===== src/hdl/icc_reasm_pkg.sv =====
package icc_reasm_pkg;

  localparam int unsigned DEF_MAX_SEGMENTS = 255;
  localparam int unsigned HEADER_BYTES     = 14;

  localparam logic [7:0]  APP2_CODE = 8'hE2;
  localparam logic [63:0] TAG_HIGH  = 64'h4943435F50524F46;
  localparam logic [31:0] TAG_LOW   = 32'h494C4500;

  typedef enum logic [1:0] {
    ACT_SCAN   = 2'd0,
    ACT_FINISH = 2'd1,
    ACT_PLACE  = 2'd2
  } action_e;

  typedef enum logic [2:0] {
    ST_OK      = 3'd0,
    ST_COUNT   = 3'd1,
    ST_SEQ     = 3'd2,
    ST_DUP     = 3'd3,
    ST_NONE    = 3'd4,
    ST_MISSING = 3'd5,
    ST_EMPTY   = 3'd6
  } status_e;

  typedef struct packed {
    logic [1:0]  action;
    logic [7:0]  marker_code;
    logic [15:0] segment_length;
    logic [63:0] tag_bytes_high;
    logic [31:0] tag_bytes_low;
    logic [7:0]  seq_byte;
    logic [7:0]  count_byte;
  } in_item_t;

  typedef struct packed {
    logic        is_icc;
    logic [2:0]  status;
    logic        found;
    logic [23:0] profile_bytes;
    logic [23:0] dest_offset;
    logic [15:0] payload_length;
  } out_item_t;

endpackage


===== src/hdl/icc_reasm_ram.sv =====
module icc_reasm_ram import icc_reasm_pkg::*; #(
  parameter int unsigned WIDTH = 16,
  parameter int unsigned DEPTH = DEF_MAX_SEGMENTS + 1,
  localparam int unsigned AW   = (DEPTH > 1) ? $clog2(DEPTH) : 1
) (
  input  logic             clk_i,
  input  logic             we_i,
  input  logic [AW-1:0]    waddr_i,
  input  logic [WIDTH-1:0] wdata_i,
  input  logic [AW-1:0]    raddr_i,
  output logic [WIDTH-1:0] rdata_o
);

  logic [WIDTH-1:0] mem_q [DEPTH];
  logic [WIDTH-1:0] rdata_q;

  always_ff @(posedge clk_i) begin
    if (we_i) begin
      mem_q[waddr_i] <= wdata_i;
    end
  end

  always_ff @(posedge clk_i) begin
    rdata_q <= mem_q[raddr_i];
  end

  assign rdata_o = rdata_q;

endmodule


===== config.mk =====
export PLATFORM = sky130hd
export DESIGN_NAME = icc_reasm_ram
export DESIGN_NICKNAME = d
export VERILOG_FILES = /design/src/hdl/icc_reasm_pkg.sv /design/src/hdl/icc_reasm_ram.sv
export SDC_FILE = /design/constraint.sdc
export NUM_CORES = 2
export LEC_CHECK = 0
export BUFFER_PORTS_ARGS = -buffer_cell sky130_fd_sc_hd__buf_2
export CORE_UTILIZATION = 45
export DETAILED_ROUTE_END_ITERATION = 8
export SYNTH_ARGS = -nofsm -noshare
export SYNTH_HDL_FRONTEND = slang
export SYNTH_SLANG_ARGS = --single-unit

===== constraint.sdc =====
create_clock -name clk_i -period 3.08 [get_ports clk_i]
set_clock_uncertainty 0.1 [all_clocks]
set_input_delay 0.308 -clock clk_i [delete_from_list [all_inputs] [get_ports clk_i]]
set_output_delay 0.308 -clock clk_i [all_outputs]
set_load 0.005 [all_outputs]

* Yosys cells after proc, flatten, opt, wreduce, memory -nomap -nowiden
Memory sizes are Yosys's and may differ from the RTL's. A register that Yosys moved wholly into a read port is not among the register bits.
Index checks and enable logic that the tools add are counted.
** Operators by class
- Multiplexer cells :: 2
** Operators by type and width (number)
- 1-bit two-way mux :: 2
** Word-level totals
- Register bits :: 0
- RAM bits :: 4096
- Bits of input ports :: 34
- Output and inout port bits :: 16
- Logic and storage cells :: 3
- Memories kept :: 1
** Memory list
- mem_q :: words 256, bits a word 16, read ports 1, clocked after Yosys merged registers in 1, write ports 1, line icc_reasm_ram.sv:14 : logic [WIDTH-1:0] mem_q [DEPTH];

* Depth between registers and ports, before layout
- Depth after elaboration :: 2
- Mapped depth :: 12
- Depth with buffers taken out :: 6

* Least setup slack after synthesis
No wires, ideal clock.
- Kind :: input-to-reg
- From :: in waddr_i[3]
- To :: mem mem_q[235][0] (enable)
- Library setup time :: 0.388 ns
- Arrival :: 2.085 ns
- Data required time :: 2.592 ns
- Slack :: 0.507 ns
- Cell stages on the path :: 6
- Buffers on the path :: 3
- Cell sequence :: clkbuf_1 -> nor2b_1 -> clkbuf_1 -> nand4_1 -> clkbuf_1 -> nor2_1
** RTL lines
- start, declared :: line icc_reasm_ram.sv:8 : input logic [AW-1:0] waddr_i,
- end, declared :: line icc_reasm_ram.sv:14
No word-level cell before the write port.

==> run summary <==
sequential share of power = 52.5%
final WL = 427.1 mm
drt drc = 0
post-synthesis cell count = 7,360
Final Wtd Congestion = 0.8827
Syn Area/Cell = 21.56 um^2
CTS Sinks = 4,112
Synth area leaders = edfxtp_1 (77%), mux4_2 (11%), mux2i_1 (3.6%), o221ai_1 (1.4%), nor2_1 (0.72%)
vias in the first global route = 80,345
Max Root-Sink Buffers = 4
final net count = 8,404
CTS root buf = clkbuf_16
detailed placer's ending HPWL = 265.8 mm
CTS tree = done
global-route wire length before repair = 606.6 mm
Starting DRT DRC Count = 10,476
Critical Path AT = 3.64 ns
largest net degree at the start of global routing = 119
Crit Path Max Fanout = 1
syn_nets = 7,394
vias post-DR = 80,801
library cells used by synthesis = 52
fin crit share = 95.13%
drt first pass iters = 8
Post-Syn Area = 0.1587 mm^2
Hold Slack = 0.08037 ns
crit start category = flop
GRT Util Overall = 23.88%
min-delay worst type = in -> reg
achievable frequency = 341.3 MHz
antenna violations before repair = 28
Die Area = 0.3551 mm^2
Vert. Die Dim = 595.9 um
status = completed
Rows = 217
Top FF cell, synth = edfxtp_1
clock-pin slew on the worst setup and hold paths = 0.06 ns
Final Max Tran Viols = 0
combinational share of power = 5.5%
postcts setup bufs = 0
IO buf count = 49
Syn. warnings = 0
Final Hold Vio Count = 0
Wirelength per Cell = 32.03 um
Post-synth ARST share = 0%
Core ar. = 0.3502 mm^2
Worst-Margin Slew = 1.314 ns
ANT nets after route = 0
share of cells above drive strength 1 = 29.75%
Clock power frac = 42.0%
vias per cell = 6.061
Final Cell Area = 0.1852 mm^2
sw frac = 21.48%
cell taking the most area after synthesis = edfxtp_1
total CTS buffers = 416
sequential element share of the synthesized area = 77.70%
Max-Cap Viols = 0
CP Capture Type = flop
synthesis-to-finish area growth = 16.66%
fillers = 26,976
Power Density = 635.8 mW/mm^2
GRT overflow = 0
crit path time final = 2.930 ns
Ports = 50
H-tree levels = 5
Setup-failing EPs final = 0
top cell type's share of synthesized area = 77.50%
Die X = 595.9 um
Sw Pwr = 25.28 mW
Clock Latency Late Sink = 0.98 ns
flops & latches, synth = 4,112
Initial Utilization = 45.31%
internal power = 92.44 mW
RSZ-0062 raised after global routing = false
Leakage = 59.87 nW
critical path class = reg -> reg
Cell Area, Placed = 0.1717 mm^2
Max VDD drop = 486.5 uV
number of synthesized flops with an enable pin = 4,096
critical path required time = 3.79 ns
worst relative slew slack = 11.73%
power groups by stage:
| stage | clock [mW] | sequential, mW | combinational (mW) |
|---|---|---|---|
| floorplan | 0 | 62.9 | 3.04 |
| global placement | 0 | 63.0 | 6.31 |
| CTS | 50.2 | 61.8 | 6.46 |
| global route | 52.3 | 61.8 | 6.74 |
| detailed placement | 0 | 63.0 | 6.42 |
| finish | 49.5 | 61.8 | 6.45 |
cells in the final DEF, fill, tap and decap left out, types with 7 or more instances in the layout:
cell,instances
o31ai_1,16
clkinvlp_4,12
nor2_1,222
mux2i_1,565
nor2_2,81
mux4_2,797
buf_4,832
a221oi_1,28
bufinv_16,38
a22oi_1,43
diode_2,15
buf_12,145
o221ai_1,252
o21ai_0,37
a22o_1,32
a211oi_1,18
nand4_1,26
and3_1,11
o22ai_1,148
clkbuf_16,420
dlygate4sd3_1,20
clkinv_8,7
nand3_1,29
dfxtp_1,16
a21oi_1,175
o32ai_1,19
nor2b_1,9
nand2_1,38
clkbuf_1,83
nor4_1,17
inv_6,10
mux2_2,88
nor3_1,90
edfxtp_1,4096
clkinv_1,104
clkinv_2,78
buf_8,17
buf_2,28
cell usage after synthesis (5+ instances only):
master / number
dfxtp_1: 16
buf_2: 76
mux4_2: 797
o21ai_0: 37
buf_12: 5
o31ai_1: 16
and3_1: 11
clkbuf_1: 230
o221ai_1: 252
nand2_1: 38
a2111oi_0: 6
a22o_1: 32
o32ai_1: 20
nor3_1: 92
buf_1: 27
a22oi_1: 43
mux2_2: 88
buf_6: 77
nand3_1: 35
o22ai_1: 148
a221oi_1: 28
a211oi_1: 18
edfxtp_1: 4096
mux2i_1: 565
nor2b_1: 9
nor2_1: 304
buf_4: 26
nand4_1: 26
buf_8: 11
nor4_1: 17
a31oi_1: 6
a21oi_1: 175
path summary, 6_finish.rpt:
kind               endpoint  slack (ns)  depth (start not counted)          start
min reg2reg      rdata_o[1]        1.02                          7  mem_q[232][1]
max             rdata_o[12]        0.15                          6  mem_q[52][12]
min          mem_q[204][10]        0.08                          4     waddr_i[2]
max reg2reg     rdata_o[12]        0.15                          6  mem_q[52][12]
worst max-delay path: stages (launching register included):
cell and delay, ns:
edfxtp_1 0.37, mux4_2 0.46, mux4_2 0.58, a22o_1 0.42, o32ai_1 0.58, buf_4 0.21
nor4_1 0.04
layer usage:
layer / up-vias / global-route usage, % / share of wire (%) / wire length [um]
li1: 33374 / - / - / -
met1: 43259 / 34.36 / 41 / 174300
met2: 3597 / 38.37 / 48 / 205000
met3: 567 / 3.769 / 8.5 / 36280
met4: 4 / 5.988 / 2.7 / 11410
met5: - / 0 / 0.0059 / 25
per-stage QoR:
stage	instances	TNS [ns]	setup slack, ns	utilization [%]	power [mW]
2_1_floorplan	7360	0	0.5070	-	65.96
3_3_place_gp	12531	-5.486	-0.6132	49.01	69.29
3_5_place_dp	12531	-5.702	-0.6176	49.01	69.41
4_1_cts	13316	0	0.1772	52.85	118.4
5_1_grt	13322	0	0.1766	52.86	120.8
6_report	13331	0	0.1501	52.86	117.7
registers in the layout (all words and copies together) (netlist names):
register	cells
mem_q	4096
rdata_o	16
area by class of cell:
type / count / area (um^2) / area share [%]
Sequential cell: 4112 / 123300 / 66.60
Multi-Input combinational cell: 2792 / 32990 / 17.82
Clock buffer: 505 / 10850 / 5.860
Timing Repair Buffer: 1044 / 9769 / 5.276
Tap cell: 4599 / 5754 / 3.108
Clock inverter: 260 / 2409 / 1.301
Antenna cell: 15 / 37.54 / 0.02027
Inverter: 4 / 27.53 / 0.01487
cell families after synthesis:
| group | after synthesis | share of synthesized area, % |
|---|---|---|
| simple gates | 556 | 1.574 |
| buf+inv | 456 | 1.693 |
| mux | 1450 | 15.50 |
| flops | 4112 | 77.70 |
| compound gates | 786 | 3.537 |
what timing repair did:
action,4_1_cts,5_1_grt
hold endpoints to repair,1693,0
hold buffers,20,0
endpoints found under the setup margin,1,0
resized for setup,1,0
(Power assumes the default switching activity.)
